===== config.mk =====
export PLATFORM = sky130hd
export DESIGN_NAME = dmx_channel_to_motor_target_map_unit
export DESIGN_NICKNAME = d
export VERILOG_FILES = /design/src/rtl/dmxmap_pkg.sv /design/src/rtl/dmxmap_calc.sv /design/src/rtl/dmx_channel_to_motor_target_map_unit.sv
export SDC_FILE = /design/constraint.sdc
export NUM_CORES = 1
export LEC_CHECK = 0
export ABC_AREA = 1
export BUFFER_PORTS_ARGS = -buffer_cell sky130_fd_sc_hd__buf_2
export CAP_MARGIN = 10
export CORE_ASPECT_RATIO = 0.6
export CORE_MARGIN = 2
export CORE_UTILIZATION = 40
export DETAILED_ROUTE_END_ITERATION = 10
export GPL_TIMING_DRIVEN = 0
export PLACE_DENSITY_LB_ADDON = 0.05
export SYNTH_ARGS = -nofsm -noshare
export SYNTH_HDL_FRONTEND = slang
export SYNTH_SLANG_ARGS = --single-unit

===== constraint.sdc =====
create_clock -name i_clk -period 9.9 [get_ports i_clk]
set_input_delay 1.98 -clock i_clk [delete_from_list [all_inputs] [get_ports i_clk]]
set_output_delay 1.98 -clock i_clk [all_outputs]
set_load 0.01 [all_outputs]

===== src/rtl/dmxmap_pkg.sv =====
// Shared types, constants and lookup functions for the DMX channel to motor target map.
package dmxmap_pkg;

    // Byte-padded widths of the stream words.
    localparam int IN_DATA_W  = 112;
    localparam int OUT_DATA_W = 112;

    // Channel thresholds.
    localparam logic [7:0] ROT_LOW_MAX   = 8'd55;
    localparam logic [7:0] ROT_BAND_SPLIT = 8'd155;
    localparam logic [7:0] PRISM_IN_MIN  = 8'd125;
    localparam logic [7:0] COLOR_POS_MAX = 8'd200;
    localparam logic [7:0] COLOR_REV_MAX = 8'd224;
    localparam logic [7:0] STROBE_MIN    = 8'd55;

    // Fixed targets and speeds.
    localparam logic signed [12:0] ROT_FWD        = 13'sd3000;
    localparam logic signed [12:0] ROT_REV        = -13'sd3000;
    localparam logic signed [12:0] ROT_STOP       = 13'sd0;
    localparam logic [8:0]         PRISM_IN_POS   = 9'd257;
    localparam logic [12:0]        PRISM_SPD_IDLE = 13'd5000;
    localparam logic [10:0]        GOBO_SPD_IDLE  = 11'd1500;
    localparam logic [12:0]        SPD_BASE_P     = 13'd500;
    localparam logic [10:0]        SPD_BASE_G     = 11'd500;
    localparam logic [15:0]        SHUT_CLOSE_OFS = 16'd100;

    // Reciprocal multipliers for constant division.
    localparam logic [11:0] RECIP_201_K19 = 12'd2609;   // x/201, x < 4333
    localparam logic [12:0] RECIP_11_K16  = 13'd5958;   // x/11,  x < 32768
    localparam logic [15:0] RECIP_67_K22  = 16'd62602;  // x/67,  x < 139810

    // One input word, last declared field in the lowest bits.
    typedef struct packed {
        logic signed [15:0] shutter_position;
        logic [31:0]        now_ms;
        logic [7:0]         gobo_rotate_channel;
        logic [7:0]         gobo_channel;
        logic [7:0]         strobe_channel;
        logic [7:0]         focus_channel;
        logic [7:0]         prism_switch_channel;
        logic [7:0]         prism_rotate_channel;
        logic [7:0]         shutter_channel;
        logic [7:0]         color_channel;
    } t_in_word;

    // One result word, last declared field in the lowest bits, zero padded at the top.
    typedef struct packed {
        logic [4:0]         pad;
        logic               strobe_toggle;
        logic [10:0]        gobo_rotate_speed;
        logic [12:0]        prism_rotate_speed;
        logic signed [12:0] gobo_rotate_target;
        logic [10:0]        gobo_target;
        logic [6:0]         shutter_two_target;
        logic [8:0]         focus_target;
        logic [8:0]         prism_switch_target;
        logic signed [12:0] prism_rotate_target;
        logic [6:0]         shutter_one_target;
        logic signed [12:0] color_target;
    } t_out_word;

    // Strobe timer state.
    typedef struct packed {
        logic [31:0] last_flash;
        logic        open;
    } t_strobe_state;

    // floor(x/255) for x below 65280.
    function automatic logic [7:0] div255(input logic [15:0] x);
        logic [16:0] t;
        t = 17'(x) + 17'd1 + 17'(x[15:8]);
        return t[15:8];
    endfunction

    // Colour wheel slot positions.
    function automatic logic [10:0] color_slot_pos(input logic [3:0] idx);
        logic [10:0] pos;
        case (idx)
            4'd0:    pos = 11'd128;
            4'd1:    pos = 11'd261;
            4'd2:    pos = 11'd394;
            4'd3:    pos = 11'd527;
            4'd4:    pos = 11'd660;
            4'd5:    pos = 11'd793;
            4'd6:    pos = 11'd926;
            4'd7:    pos = 11'd1059;
            4'd8:    pos = 11'd1192;
            4'd9:    pos = 11'd1325;
            4'd10:   pos = 11'd1458;
            default: pos = 11'd0;
        endcase
        return pos;
    endfunction

    // Gobo slot positions, floor(k*228.4)+81.
    function automatic logic [10:0] gobo_slot_pos(input logic [2:0] k);
        logic [10:0] pos;
        case (k)
            3'd0:    pos = 11'd81;
            3'd1:    pos = 11'd309;
            3'd2:    pos = 11'd537;
            3'd3:    pos = 11'd766;
            3'd4:    pos = 11'd994;
            3'd5:    pos = 11'd1223;
            3'd6:    pos = 11'd1451;
            default: pos = 11'd81;
        endcase
        return pos;
    endfunction

endpackage


===== src/rtl/dmxmap_calc.sv =====
// Combinational mapping of one DMX word and the strobe state to one result word.
module dmxmap_calc
    import dmxmap_pkg::*;
(
    input  t_in_word      i_in,
    input  t_strobe_state i_state,
    output t_out_word     o_out,
    output t_strobe_state o_state
);

    logic [14:0] sh1_prod;
    logic [14:0] sh2_prod;
    logic [6:0]  sh1;
    logic [6:0]  sh2;
    logic [14:0] focus_prod;
    logic [7:0]  focus_frac;
    logic [7:0]  strobe_d;
    logic [15:0] strobe_num;
    logic [31:0] strobe_prod;
    logic [9:0]  strobe_q;
    logic [9:0]  interval;
    logic [31:0] elapsed;
    logic        strobe_on;
    logic        fire;
    logic        open_mid;
    logic        open_end;
    logic        at_close;
    logic [11:0] color_x;
    logic [23:0] color_prod;
    logic [2:0]  gobo_k_prod_hi;
    logic [10:0] gobo_k_prod;
    logic [13:0] grot_x;
    logic [26:0] grot_prod;
    logic [9:0]  grot_q;
    logic [6:0]  prism_ofs;
    logic [6:0]  gobo_ofs;

    // Shutter scaling, floor(100*ch/255) and floor(75*ch/255).
    assign sh1_prod = 15'(i_in.shutter_channel) * 15'd100;
    assign sh2_prod = 15'(i_in.shutter_channel) * 15'd75;
    assign sh1      = 7'(div255(16'(sh1_prod)));
    assign sh2      = 7'(div255(16'(sh2_prod)));

    // Focus: ch + floor(80*ch/255) equals floor(335*ch/255).
    assign focus_prod = 15'(i_in.focus_channel) * 15'd80;
    assign focus_frac = div255(16'(focus_prod));

    // Strobe interval is 1000 - ceil(300*d/67) with d = ch - 55.
    assign strobe_d    = i_in.strobe_channel - STROBE_MIN;
    assign strobe_num  = 16'(16'(strobe_d) * 16'd300 + 16'd66);
    assign strobe_prod = 32'(strobe_num) * 32'(RECIP_67_K22);
    assign strobe_q    = strobe_prod[31:22];
    assign interval    = 10'd1000 - strobe_q;
    assign elapsed     = i_in.now_ms - i_state.last_flash;
    assign strobe_on   = (i_in.strobe_channel > STROBE_MIN);
    assign fire        = strobe_on && (elapsed >= 32'(interval));
    assign open_mid    = fire || i_state.open;
    assign at_close    = (i_in.shutter_position == $signed(16'(sh1) + SHUT_CLOSE_OFS));
    assign open_end    = open_mid && !at_close;

    // Next strobe state.
    always_comb begin
        o_state.last_flash = fire ? i_in.now_ms : i_state.last_flash;
        o_state.open       = strobe_on ? open_end : i_state.open;
    end

    // Colour slot index floor(11*ch/201), valid for ch up to 200.
    assign color_x    = 12'(i_in.color_channel) * 12'd11;
    assign color_prod = 24'(color_x) * 24'(RECIP_201_K19);

    // Gobo slot index floor(7*ch/256).
    assign gobo_k_prod    = 11'(i_in.gobo_channel) * 11'd7;
    assign gobo_k_prod_hi = gobo_k_prod[10:8];

    // Gobo rotation position floor(160*ch/11), used for ch up to 55.
    assign grot_x    = 14'(i_in.gobo_rotate_channel[5:0]) * 14'd160;
    assign grot_prod = 27'(grot_x) * 27'(RECIP_11_K16);
    assign grot_q    = grot_prod[25:16];

    // Offset into the active rotation speed band.
    assign prism_ofs = (i_in.prism_rotate_channel > ROT_BAND_SPLIT)
                     ? 7'(i_in.prism_rotate_channel - ROT_BAND_SPLIT)
                     : 7'(i_in.prism_rotate_channel - ROT_LOW_MAX);
    assign gobo_ofs  = (i_in.gobo_rotate_channel > ROT_BAND_SPLIT)
                     ? 7'(i_in.gobo_rotate_channel - ROT_BAND_SPLIT)
                     : 7'(i_in.gobo_rotate_channel - ROT_LOW_MAX);

    // Assemble the result word.
    always_comb begin
        o_out = '0;

        if (strobe_on && !open_end) begin
            o_out.shutter_one_target = 7'd0;
            o_out.shutter_two_target = 7'd0;
        end else begin
            o_out.shutter_one_target = sh1;
            o_out.shutter_two_target = sh2;
        end
        o_out.strobe_toggle = fire;

        o_out.prism_switch_target = (i_in.prism_switch_channel > PRISM_IN_MIN)
                                  ? PRISM_IN_POS : 9'd0;
        o_out.focus_target = 9'(i_in.focus_channel) + 9'(focus_frac);

        if (i_in.prism_rotate_channel > ROT_LOW_MAX) begin
            o_out.prism_rotate_target = (i_in.prism_rotate_channel > ROT_BAND_SPLIT)
                                      ? ROT_FWD : ROT_REV;
            o_out.prism_rotate_speed  = SPD_BASE_P + 13'(prism_ofs) * 13'd45;
        end else begin
            o_out.prism_rotate_target = ROT_STOP;
            o_out.prism_rotate_speed  = PRISM_SPD_IDLE;
        end

        if (i_in.gobo_rotate_channel > ROT_LOW_MAX) begin
            o_out.gobo_rotate_target = (i_in.gobo_rotate_channel > ROT_BAND_SPLIT)
                                     ? ROT_FWD : ROT_REV;
            o_out.gobo_rotate_speed  = SPD_BASE_G + 11'(gobo_ofs) * 11'd10;
        end else begin
            o_out.gobo_rotate_target = $signed({3'b000, grot_q});
            o_out.gobo_rotate_speed  = GOBO_SPD_IDLE;
        end

        if (i_in.color_channel <= COLOR_POS_MAX) begin
            o_out.color_target = $signed({2'b00, color_slot_pos(color_prod[22:19])});
        end else if (i_in.color_channel <= COLOR_REV_MAX) begin
            o_out.color_target = ROT_REV;
        end else begin
            o_out.color_target = ROT_FWD;
        end

        o_out.gobo_target = gobo_slot_pos(gobo_k_prod_hi);
    end

endmodule


===== src/rtl/dmx_channel_to_motor_target_map_unit.sv =====
// Top level of the DMX channel to motor target map: stream ports, pipeline and strobe state.
//
// Usage:
//   Slave channel (i_s_*): one word per DMX frame carrying the eight channel
//   bytes, the millisecond time and the measured first shutter position.
//   Master channel (o_m_*): one word per input word with the eight motor
//   targets, the prism and gobo rotation speeds and the strobe toggle flag.
//   Pipeline: an accepted word is registered at the input, mapped by one
//   level of constant multiplies and compares, and registered again in
//   the result register that drives o_m_tvalid until i_m_tready takes it.
//   Throughput: one word per cycle while i_m_tready stays high; the strobe
//   timer state is read and updated in the mapping cycle, so consecutive
//   words see each other's effect with no gap.
//   Reset: i_rst_n low clears both pipeline valids, the last flash time and
//   the strobe open flag.
//   Stall: while i_m_tready is held low the result word holds; the input
//   register still takes one more word, after which o_s_tready drops.
module dmx_channel_to_motor_target_map_unit
    import dmxmap_pkg::*;
(
    input  logic                  i_clk,
    input  logic                  i_rst_n,
    // Fields from bit 0: color_channel, shutter_channel, prism_rotate_channel,
    // prism_switch_channel, focus_channel, strobe_channel, gobo_channel,
    // gobo_rotate_channel, now_ms, shutter_position.
    input  logic [IN_DATA_W-1:0]  i_s_tdata,
    input  logic                  i_s_tvalid,
    output logic                  o_s_tready,
    // Fields from bit 0: color_target, shutter_one_target, prism_rotate_target,
    // prism_switch_target, focus_target, shutter_two_target, gobo_target,
    // gobo_rotate_target, prism_rotate_speed, gobo_rotate_speed, strobe_toggle,
    // then zero padding.
    output logic [OUT_DATA_W-1:0] o_m_tdata,
    output logic                  o_m_tvalid,
    input  logic                  i_m_tready
);

    logic          r_in_valid;
    t_in_word      r_in;
    logic          r_out_valid;
    t_out_word     r_out;
    t_strobe_state r_strobe;
    logic          n_out_valid;
    logic          n_in_valid;
    logic          s_accept;
    logic          advance;
    t_out_word     calc_out;
    t_strobe_state n_strobe;

    // Handshake: a held input word moves on whenever the result register is free or being read.
    assign advance    = r_in_valid && (!r_out_valid || i_m_tready);
    assign o_s_tready = !r_in_valid || advance;
    assign s_accept   = i_s_tvalid && o_s_tready;

    assign n_in_valid  = s_accept ? 1'b1 : (advance ? 1'b0 : r_in_valid);
    assign n_out_valid = advance ? 1'b1 : (i_m_tready ? 1'b0 : r_out_valid);

    // Mapping logic.
    dmxmap_calc u_calc (
        .i_in    (r_in),
        .i_state (r_strobe),
        .o_out   (calc_out),
        .o_state (n_strobe)
    );

    // Valid flags and strobe state.
    always_ff @(posedge i_clk) begin
        if (!i_rst_n) begin
            r_in_valid        <= 1'b0;
            r_out_valid       <= 1'b0;
            r_strobe.last_flash <= 32'd0;
            r_strobe.open     <= 1'b0;
        end else begin
            r_in_valid  <= n_in_valid;
            r_out_valid <= n_out_valid;
            if (advance) begin
                r_strobe <= n_strobe;
            end
        end
    end

    // Payload registers.
    always_ff @(posedge i_clk) begin
        if (s_accept) begin
            r_in <= t_in_word'(i_s_tdata);
        end
        if (advance) begin
            r_out <= calc_out;
        end
    end

    assign o_m_tvalid = r_out_valid;
    assign o_m_tdata  = OUT_DATA_W'(r_out);

`ifndef SYNTHESIS
    // A flash records the time of the word that fired it.
    a_flash_time: assert property (@(posedge i_clk) disable iff (!i_rst_n)
        advance && calc_out.strobe_toggle |=> r_strobe.last_flash == $past(r_in.now_ms))
        else $error("last flash time not taken from firing word");

    // Strobe state moves only when a word is mapped.
    a_state_hold: assert property (@(posedge i_clk) disable iff (!i_rst_n)
        !advance |=> $stable(r_strobe))
        else $error("strobe state changed without a word");

    // With the strobe channel at or below threshold nothing fires and state holds.
    a_strobe_off: assert property (@(posedge i_clk) disable iff (!i_rst_n)
        advance && (r_in.strobe_channel <= STROBE_MIN)
            |=> $stable(r_strobe) && !r_out.strobe_toggle)
        else $error("strobe acted while disabled");

    // Input is refused only when both stages hold words.
    a_ready_full: assert property (@(posedge i_clk) disable iff (!i_rst_n)
        !o_s_tready |-> r_in_valid && r_out_valid && !i_m_tready)
        else $error("input refused with room in the pipeline");
`endif

endmodule


After elaboration in Yosys (flattened, before gate mapping)
Memories as Yosys holds them, arrays and structs flattened.
Cells that the tools add are included.
{"block": "word_totals", "register_bits": 254, "rom_bits": 160, "input_bits": 116, "output_inout_bits": 114, "word_cells": 103, "n_memories": 1}
{"block": "classes", "add_sub_neg": 18, "mul": 12, "order_cmp": 9, "n_eq_ne": 7, "n_mux": 13, "n_reduce_logical": 16}
{"name": "(name not given)", "words": 16, "width": 10, "rd": 1, "rd_ports_with_merged_regs": 0, "write_ports": 0, "line_no": "dmxmap_pkg.sv:78", "text": "case (idx)"}
{"cell": "one-hot mux 11 bit (6 select lines)", "n": 1}
{"cell": "2-to-1 mux 13 bit", "n": 3}
{"cell": "greater-or-equal comparator 32 x 10 -> 1 bit", "n": 1}
{"cell": "subtractor 32 bit", "n": 1}
{"cell": "multiplier 16 x 15 -> 31 bit (second input constant)", "n": 1}
{"cell": "adder 15 x 1 -> 15 bit (second input constant)", "n": 2}
{"cell": "adder 15 x 7 -> 15 bit", "n": 2}
{"cell": "greater-than comparator 8 x 6 -> 1 bit (second input constant)", "n": 3}
{"cell": "multiplier 12 x 12 -> 23 bit (second input constant)", "n": 1}
{"cell": "multiplier 8 x 3 -> 11 bit (second input constant)", "n": 2}
{"cell": "multiplier 9 x 12 -> 20 bit (second input constant)", "n": 1}
{"cell": "adder 15 x 1 -> 16 bit (second input constant)", "n": 1}
{"cell": "adder 16 x 7 -> 16 bit", "n": 1}
{"cell": "adder 16 x 7 -> 16 bit (second input constant)", "n": 1}
{"cell": "== test 16 bit", "n": 1}
{"cell": "greater-than comparator 8 bit (second input constant)", "n": 2}
{"cell": "<= comparator 8 bit (second input constant)", "n": 2}
{"cell": "multiplier 8 x 7 -> 15 bit (second input constant)", "n": 1}
{"cell": "multiplier 8 x 7 -> 14 bit (second input constant)", "n": 1}
{"cell": "2-to-1 mux 7 bit", "n": 2}
{"cell": "subtractor 7 x 5 -> 7 bit (second input constant)", "n": 2}
{"cell": "subtractor 7 x 6 -> 7 bit (second input constant)", "n": 2}
{"cell": "adder 9 x 13 -> 13 bit (first input constant)", "n": 1}
{"cell": "multiplier 7 x 6 -> 13 bit (second input constant)", "n": 1}
{"cell": "other kinds (22)", "n": 39}

Longest topological paths before layout
Gate-level depths: netlist of the first run.
{"block": "depth", "word_depth": 11, "depth_mapped": 72}

Modules after synthesis
A second synthesis of the first run with hierarchy kept.
{"block": "hier_totals", "hier_cells": 3495, "hier_area_um2": 28287.1}
{"module": "dmxmap_calc", "n_inst": 1, "cells_each": 3041, "area_each_um2": 19976.7, "seq_area_each_um2": 0.0}
{"module": "dmx_channel_to_motor_target_map_unit", "n_inst": 1, "cells_each": 454, "area_each_um2": 8310.5, "seq_area_each_um2": 7427.1}

Least setup slack after synthesis of the first run
OpenSTA, ideal clock, no wires.
{"block": "synth_timing", "path_type": "register to register", "start": "register r_in[40] (netlist bit)", "end": "register r_strobe[10] (netlist bit)", "setup_time_ps": 115, "arrival_time_ps": 10438, "setup_slack_ps": -653, "path_stages_with_launch": 60, "n_path_buf": 1, "period_less_slack_ps": 10553, "cell_sequence": "edfxtp_1 > ha_1 > nand2_1 > nand2_1 > nand2_1 > xor2_1 > inv_1 > ha_1 > ha_1 > inv_1 > fa_1 > fa_1 > inv_1 > ha_1 > nand2_1 > o21ai_0 > a21oi_1 > xor2_1 > (+24 left out) > ha_1 > nand2_1 > nor2_1 > nand2_1 > nand2_1 > nor2_1 > nand2_1 > nand2_1 > nand2_1 > nor2_1 > nand3_1 > nor3_2 > nand2_1 > nor2_2 > nand4_4 > buf_2 > a21oi_1 > nor2_1"}
{"block": "synth_via", "elab_chain_len": 8, "word_cells_on_any_way": 9}
{"element": "start, declared", "line_no": "dmx_channel_to_motor_target_map_unit.sv:39", "text": "t_in_word r_in;"}
{"element": "start signal, assigned", "line_no": "dmx_channel_to_motor_target_map_unit.sv:85", "text": "r_in <= t_in_word'(i_s_tdata);"}
{"element": "subtractor 8 x 6 -> 8 bit", "line_no": "dmxmap_calc.sv:49", "text": "assign strobe_d = i_in.strobe_channel - STROBE_MIN;"}
{"element": "multiplier 8 x 7 -> 14 bit", "line_no": "dmxmap_calc.sv:50", "text": "assign strobe_num = 16'(16'(strobe_d) * 16'd300 + 16'd66);"}
{"element": "adder 16 x 7 -> 16 bit", "line_no": "dmxmap_calc.sv:50"}
{"element": "multiplier 16 x 15 -> 31 bit", "line_no": "dmxmap_calc.sv:51", "text": "assign strobe_prod = 32'(strobe_num) * 32'(RECIP_67_K22);"}
{"element": "subtractor 10 bit", "line_no": "dmxmap_calc.sv:53", "text": "assign interval = 10'd1000 - strobe_q;"}
{"element": "greater-or-equal comparator 32 x 10 -> 1 bit", "line_no": "dmxmap_calc.sv:56", "text": "assign fire = strobe_on && (elapsed >= 32'(interval));"}
{"element": "logical AND 1 bit *", "line_no": "dmxmap_calc.sv:56"}
{"element": "AND reduction 2 bit (no line) *"}
{"element": "end signal, assigned", "line_no": "dmx_channel_to_motor_target_map_unit.sv:77", "text": "r_strobe <= n_strobe;"}
{"element": "end, declared", "line_no": "dmx_channel_to_motor_target_map_unit.sv:42", "text": "t_strobe_state r_strobe;"}
Every way passes the cells marked *; elsewhere a longest branch is shown, timed or not.
A chain may end at the register's enable or synchronous reset.

Final worst setup path of the first run
{"block": "layout_timing", "start": "register r_in[41] (netlist bit)", "end": "register r_out (netlist bit o_m_tdata[19]) (data pin)"}
{"block": "layout_via", "elab_chain_len": 11, "word_cells_on_any_way": 12}
{"element": "subtractor 8 x 6 -> 8 bit", "line_no": "dmxmap_calc.sv:49"}
{"element": "multiplier 8 x 7 -> 14 bit", "line_no": "dmxmap_calc.sv:50"}
{"element": "adder 16 x 7 -> 16 bit", "line_no": "dmxmap_calc.sv:50"}
{"element": "multiplier 16 x 15 -> 31 bit", "line_no": "dmxmap_calc.sv:51"}
{"element": "subtractor 10 bit", "line_no": "dmxmap_calc.sv:53"}
{"element": "greater-or-equal comparator 32 x 10 -> 1 bit", "line_no": "dmxmap_calc.sv:56"}
{"element": "logical AND 1 bit", "line_no": "dmxmap_calc.sv:56"}
{"element": "logical OR 1 bit", "line_no": "dmxmap_calc.sv:57", "text": "assign open_mid = fire || i_state.open;"}
{"element": "logical AND 1 bit", "line_no": "dmxmap_calc.sv:59", "text": "assign open_end = open_mid && !at_close;"}
{"element": "logical NOT 1 bit", "line_no": "dmxmap_calc.sv:92", "text": "if (strobe_on && !open_end) begin"}
{"element": "logical AND 1 bit *", "line_no": "dmxmap_calc.sv:92"}
{"element": "end signal, assigned", "line_no": "dmx_channel_to_motor_target_map_unit.sv:88", "text": "r_out <= calc_out;"}
{"element": "end, declared", "line_no": "dmx_channel_to_motor_target_map_unit.sv:41", "text": "t_out_word r_out;"}
Marks and branches as above.

==> results of run 1 <==
## cells in the mapped netlist (6+ instances only)
cell	instances	area, µm²
nand2_1	696	2610
nand4_1	43	269
clkbuf_1	16	60.1
a21oi_1	197	986
a21o_1	10	75.1
xnor2_1	38	333
inv_1	754	2830
buf_4	27	203
and2_1	10	62.6
nand3b_1	13	97.6
o21a_1	6	45.0
or2_2	13	81.3
fa_1	143	2860
a21oi_2	10	87.6
nor3_1	16	80.1
o21ai_0	70	350
nand2_2	6	37.5
o21bai_1	23	173
nand3_1	151	756
edfxtp_1	196	5890
dfxtp_1	35	701
nor2_1	210	788
xor2_1	78	683
ha_1	514	6430
## flip-flops by register name, summed over array words and instances (netlist names)
name / flops
o_m_tvalid: 1
r_in: 111
o_m_tdata: 85
r_strobe: 33
r_in_valid: 1
## cells by family after synthesis
group | after synthesis | share of synthesized area [%]
AO/OA/AOI/OAI | 337 | 6.95
buffers and inverters | 811 | 11.8
AND/OR/NAND/NOR | 1184 | 18.6
XOR/XNOR | 118 | 3.88
flip-flops | 231 | 24.4
other | 1 | 0.0139
adder cells (fa/ha/maj) | 657 | 34.4
## worst min-delay path by stage
stage | from | end | cells after the start
4_1_cts | r_strobe[12] | r_strobe[12] | 2
3_3_place_gp | r_strobe[4] | r_strobe[4] | 2
6_report | r_strobe[23] | r_strobe[23] | 2
3_5_place_dp | r_strobe[12] | r_strobe[12] | 2
5_1_grt | r_strobe[12] | r_strobe[12] | 2
2_1_floorplan | r_strobe[12] | r_strobe[12] | 2
## per-stage QoR
step	cells	utilization, %
6_report	4608	49.2
5_1_grt	4608	49.2
4_1_cts	4591	48.6
3_5_place_dp	4468	44.7
3_3_place_gp	4466	44.6
2_1_floorplan	3355	-
## metal layers
metal	up-vias	wire length (µm)
met5	-	0
met4	0	791
met1	10200	37000
met2	376	28800
li1	11300	-
met3	47	3410
## repair_timing
action                     in CTS  in global routing
gates cloned                    6                  1
setup buffers                  68                 19
resized for setup             199                 58
setup endpoints to repair      48                 48
pin swaps                     110                 41
## critical path: cells and delay by family, from the launching register on
family / cells / cell delay (ns)
adders and majority gates: 13 / 4.52
DFF: 1 / 0.44
AOI/OAI and AO/OA: 8 / 1.15
and+or+nand+nor: 19 / 1.94
buffers and inverters: 15 / 1.43
xor gates and xnor gates: 4 / 0.85
## layout by cell type (no fill, tap or decap), drive strengths merged, types with 11 or more instances in the layout
cell type,instances
nand2,707
or2,13
nand3b,13
nand4,44
conb,17
ha,514
nand3,155
edfxtp,196
fa,143
inv,761
buf,335
and2,11
clkbuf,55
xor2,79
o21bai,23
a21oi,207
xnor2,39
nor3,18
dfxtp,35
o21ai,71
nor2,216
## area by class of cell
cell class / count / area, µm²
buffer: 50 / 393
multi-input combinational: 2313 / 18900
inverter: 761 / 2890
tap: 900 / 1130
sequential: 231 / 6590
fill: 6377 / 33800
clock inverter: 12 / 126
timing repair buffer: 302 / 1960
clock buffer: 38 / 757
antenna: 1 / 2.50
==> summary.txt, run 1 <==
R2R Path End - o_m_tdata[19]
Die Y - 205 µm
GRT busiest layer - met1
Async S/R FF share, synth - 0%
HPWL Detailed - 57.4 mm
routing usage on met3 - 3.23%
number of global-route vias before repair - 21700
ANT nets after route - 0
Crit Reg-Reg Startpoint - r_in[41]
NumNets Final - 4459
met2 Track Usage GR - 30.6%
io pins - 230
CTS clock-pin slew for the worst setup and hold paths - 0.07 ns
Area after DPL - 29700 µm²
Initial DRC Count - 1120
initial antenna violation count - 1
cell area after synthesis - 27000 µm²
die area - 69800 µm²
Mapped Cells - 3339
worst hold margin - 0.476 ns
slowest stage delay, CP - 0.59 ns
Max Freq - 0.0946 GHz
setup slack after layout - -0.675 ns
Setup crit start kind - register
Sink Count - 231
dpl ws - -1.95 ns
first-pass GRT wire length - 113 mm
die width - 340 µm
internal reg-to-reg setup slack - -0.67 ns
vias per std cell - 4.76
post-synthesis sequential element count - 231
Rows - 73
Clk Latency, worst-skew pair - 0.60 ns
Setup crit end - o_m_tdata[19]
Arr. time, crit path - 10.92 ns
Setup Viol. Count Final - 48
Slew Limit Headroom - 37.2%
CTS root buffer - clkbuf_16
post-route design area - 32800 µm²
violated checks - setup timing
worst-path fanout max - 4
area grow syn2layout - 21.1%
Num CTS Buffers - 27
grt met1 use - 30.9%
Crit path top cell by count - ha_4
DRT Wirelength - 70.0 mm
largest net degree at the start of global routing - 74
Final TNS setup - -30.70 ns
critical path type - reg2reg
syn avg cell area - 8.10 µm²
number of buffers inserted by hold repair at cts - 0
YS warnings - 0
post-layout min period - 10.57 ns
Fin. Hold Viols - 0
MaxCap Viol Count - 0
All-Layer GR Usage - 20.3%
Clock Tree Buf Depth - 3
H-tree Lvls - 1
Max Slew Vio Count - 0
worst hold path class - reg2reg
CP max stage cell - fa_2
outcome - finished, violations left
Netlist cell types - 52
Req. time, crit path - 10.24 ns
effective utilization at floorplan - 40.6%
Worst Skew - 0.0223 ns
CTS tree - done
DR vias - 22000
Crit. Startpoint - r_in[41]
Main synth FF type - edfxtp_1
post-DR wirelength/cell - 15.2 µm
CP Capture Type - register
DRC - 0
total grt overflow - 0
GPL Wtd Cong - 0.889
share of layout cells above drive strength 1 - 18.4%
register area share after synthesis - 24.4%
Port Buf Inserts - 211
Core Area - 66600 µm²
final period utilization - 107%
Worst Reg2Reg Path Length in Cells - 59
Post-synth EDFFs - 196
DRT Pass-1 Iters - 6
Slew @ Worst Pin - 0.943 ns
RSZ-0062 raised after global routing - yes
Power of run 1 is left out: the tool's default activity adds up to more than one toggle a clock period on the data nets, which glitch-free logic cannot reach.
==> run 2, diff against run 1 <==
- PLACE_DENSITY_LB_ADDON: 0.05 -> default
- SYNTH_HIERARCHICAL: default -> 1
==> run 2 against run 1 <==
Effect of this change:
- the run still ends with setup timing left
- clock skew is 0.0025 ns higher
- clock-buffer cell count stayed put
- first-iteration DRC count is 49% higher
- critical endpoint is now r_strobe[19]
- cell count is 4.9% higher
- die area is 4.4% higher
- via count is 5.1% higher
- routed wire length is 3.8% higher
==> summary.txt, run 2 <==
outcome - finished, violations left
violated checks - setup timing
Arr. time, crit path - 11.02 ns (+0.10 ns)
CP top delay family - adder cells
Max Freq - 0.0954 GHz (+0.83%)
number of global-route vias before repair - 21700 (-0.046%)
most common cell after layout, fill and taps aside - nand2_1
initial antenna violation count - 2 (+1)
Mapped Cells - 3494 (+4.6%)
CTS tree - done
Req. time, crit path - 10.43 ns (+0.19 ns)
area grow syn2layout - 21.1% (about the same)
DRC - 0 (unchanged)
CTS clock-pin slew for the worst setup and hold paths - 0.06 ns (about the same)
Worst Skew - 0.0248 ns (+0.00253 ns)
Crit path top cell by count - ha_4
worst-path fanout max - 7 (+3)
io pins - 230 (unchanged)
All-Layer GR Usage - 19.6% (-0.65 points)
Slew Limit Headroom - 45.3% (+8.2 points)
Max Slew Vio Count - 0 (unchanged)
CP Capture Type - register
NumNets Final - 4649 (+4.3%)
effective utilization at floorplan - 40.4% (-0.20 points)
number of buffers inserted by hold repair at cts - 0 (unchanged)
Slew @ Worst Pin - 0.818 ns (-0.125 ns)
H-tree Lvls - 1 (unchanged)
Crit. Startpoint - r_in[41]
post-layout min period - 10.49 ns (-0.0874 ns)
YS warnings - 6 (+6)
die area - 72900 µm² (+4.4%)
Fin. Hold Viols - 0 (unchanged)
post-DR wirelength/cell - 15.0 µm (-0.99%)
critical path type - reg2reg
max reg flops - 112 (+0.90%)
Setup crit start kind - register
Rows - 75 (+2.7%)
CP max stage cell - fa_1
Initial DRC Count - 1666 (+49%)
largest net degree at the start of global routing - 74 (unchanged)
first-pass GRT wire length - 115 mm (+1.3%)
DR vias - 23100 (+5.1%)
slowest stage delay, CP - 0.56 ns (-0.03 ns)
worst hold path class - reg2reg
Sink Count - 258 (+12%)
cell area after synthesis - 28300 µm² (+4.5%)
ANT nets after route - 0 (unchanged)
final core occ - 48.9% (-0.25 points)
Core Area - 69900 µm² (+5.0%)
syn avg cell area - 8.09 µm² (-0.15%)
Clk Latency, worst-skew pair - 0.61 ns (about the same)
total grt overflow - 0 (unchanged)
DRT Pass-1 Iters - 6 (unchanged)
Num CTS Buffers - 29 (+7.4%)
Clock Tree Buf Depth - 3 (unchanged)
Crit Reg-Reg Startpoint - r_in[41]
vias per std cell - 4.78 (+0.26%)
Port Buf Inserts - 227 (+7.6%)
Worst Hold Launch - r_strobe[0]
DRT Wirelength - 72.6 mm (+3.8%)
final period utilization - 106% (-0.88 points)
share of layout cells above drive strength 1 - 18.1% (-0.32 points)
buffer and inverter count on the worst path - 13 (-2)
MaxCap Viol Count - 0 (unchanged)
HPWL Detailed - 57.8 mm (+0.73%)
Die Y - 210 µm (+2.2%)
most frequent cells in the layout - nand2_1 (740), inv_1 (738), ha_1 (450)
die width - 347 µm (+2.2%)
Setup Viol. Count Final - 48 (unchanged)
RSZ-0062 raised after global routing - yes
CTS root buffer - clkbuf_16
setup slack after layout - -0.587 ns (+0.0874 ns)
GPL Wtd Cong - 0.898 (+1.0%)
[run 2: changes by cell type in the layout (fill, tap and decap cells not counted), sizes merged, moves of 13 or more]
cell / before / now
nor2: 216 / 237
nand3: 155 / 171
nand2: 707 / 795
edfxtp: 196 / 223
buf: 335 / 395
clkbuf: 55 / 42
a21oi: 207 / 172
[run 2: what timing repair did]
item                                   4_1_cts  5_1_grt
pin swaps                                  100      108
endpoints found under the hold margin        0        0
cloned                                       2        0
setup endpoints to repair                   48       48
gates resized for setup                    163      112
setup buffers                               79       34
[run 2: metal layers]
metal / share of wire [%] / routed length [µm] / GRT usage (%)
met5: 0 / 0 / 0
met4: 1.4 / 1010 / 3.00
met3: 7.0 / 5050 / 3.51
met2: 39 / 28500 / 27.6
met1: 52 / 38100 / 31.2
[run 2: layout make-up]
cell class                      count  area (µm²)
Antenna cell                        3        7.51
Buffer                             56         434
Clock buffer                       38         769
Clock inverter                     15         179
Fill cell                        6630       35700
Inverter                          772        2930
Multi-Input combinational cell   2423       19100
Sequential cell                   258        7400
Tap cell                          924        1160
Timing Repair Buffer              343        2210
[run 2: tightest hold or removal path, delay by kind of cell, from the launching register on]
kind / cells / cell delay (ns)
flops: 1 / 0.33
simple gates: 1 / 0.08
compound gates: 1 / 0.04
[run 2: per-stage QoR]
stage | hold WS [ns] | setup slack (ns) | area, µm² | cells | TNS (ns)
final | 0.490 | -0.587 | 34200 | 4832 | -25.85
after detailed placement | 0.481 | -1.68 | 31000 | 4666 | -75.13
after global routing | 0.516 | -1.14 | 34200 | 4831 | -51.05
after floorplan | 0.452 | 0.00825 | 28600 | 3510 | 0
after global placement | 0.466 | -1.56 | 30800 | 4661 | -197.40
after CTS | 0.497 | -0.356 | 33400 | 4796 | -14.23
[run 2: final timing paths]
check	to	slack [ns]	depth (start not counted)
hold reg to reg	r_strobe[0]	0.49	2
hold / removal	r_strobe[0]	0.49	2
setup / recovery	r_strobe[19]	-0.59	61
setup reg to reg	r_strobe[19]	-0.59	61
Power of run 2 is left out for the same reason.
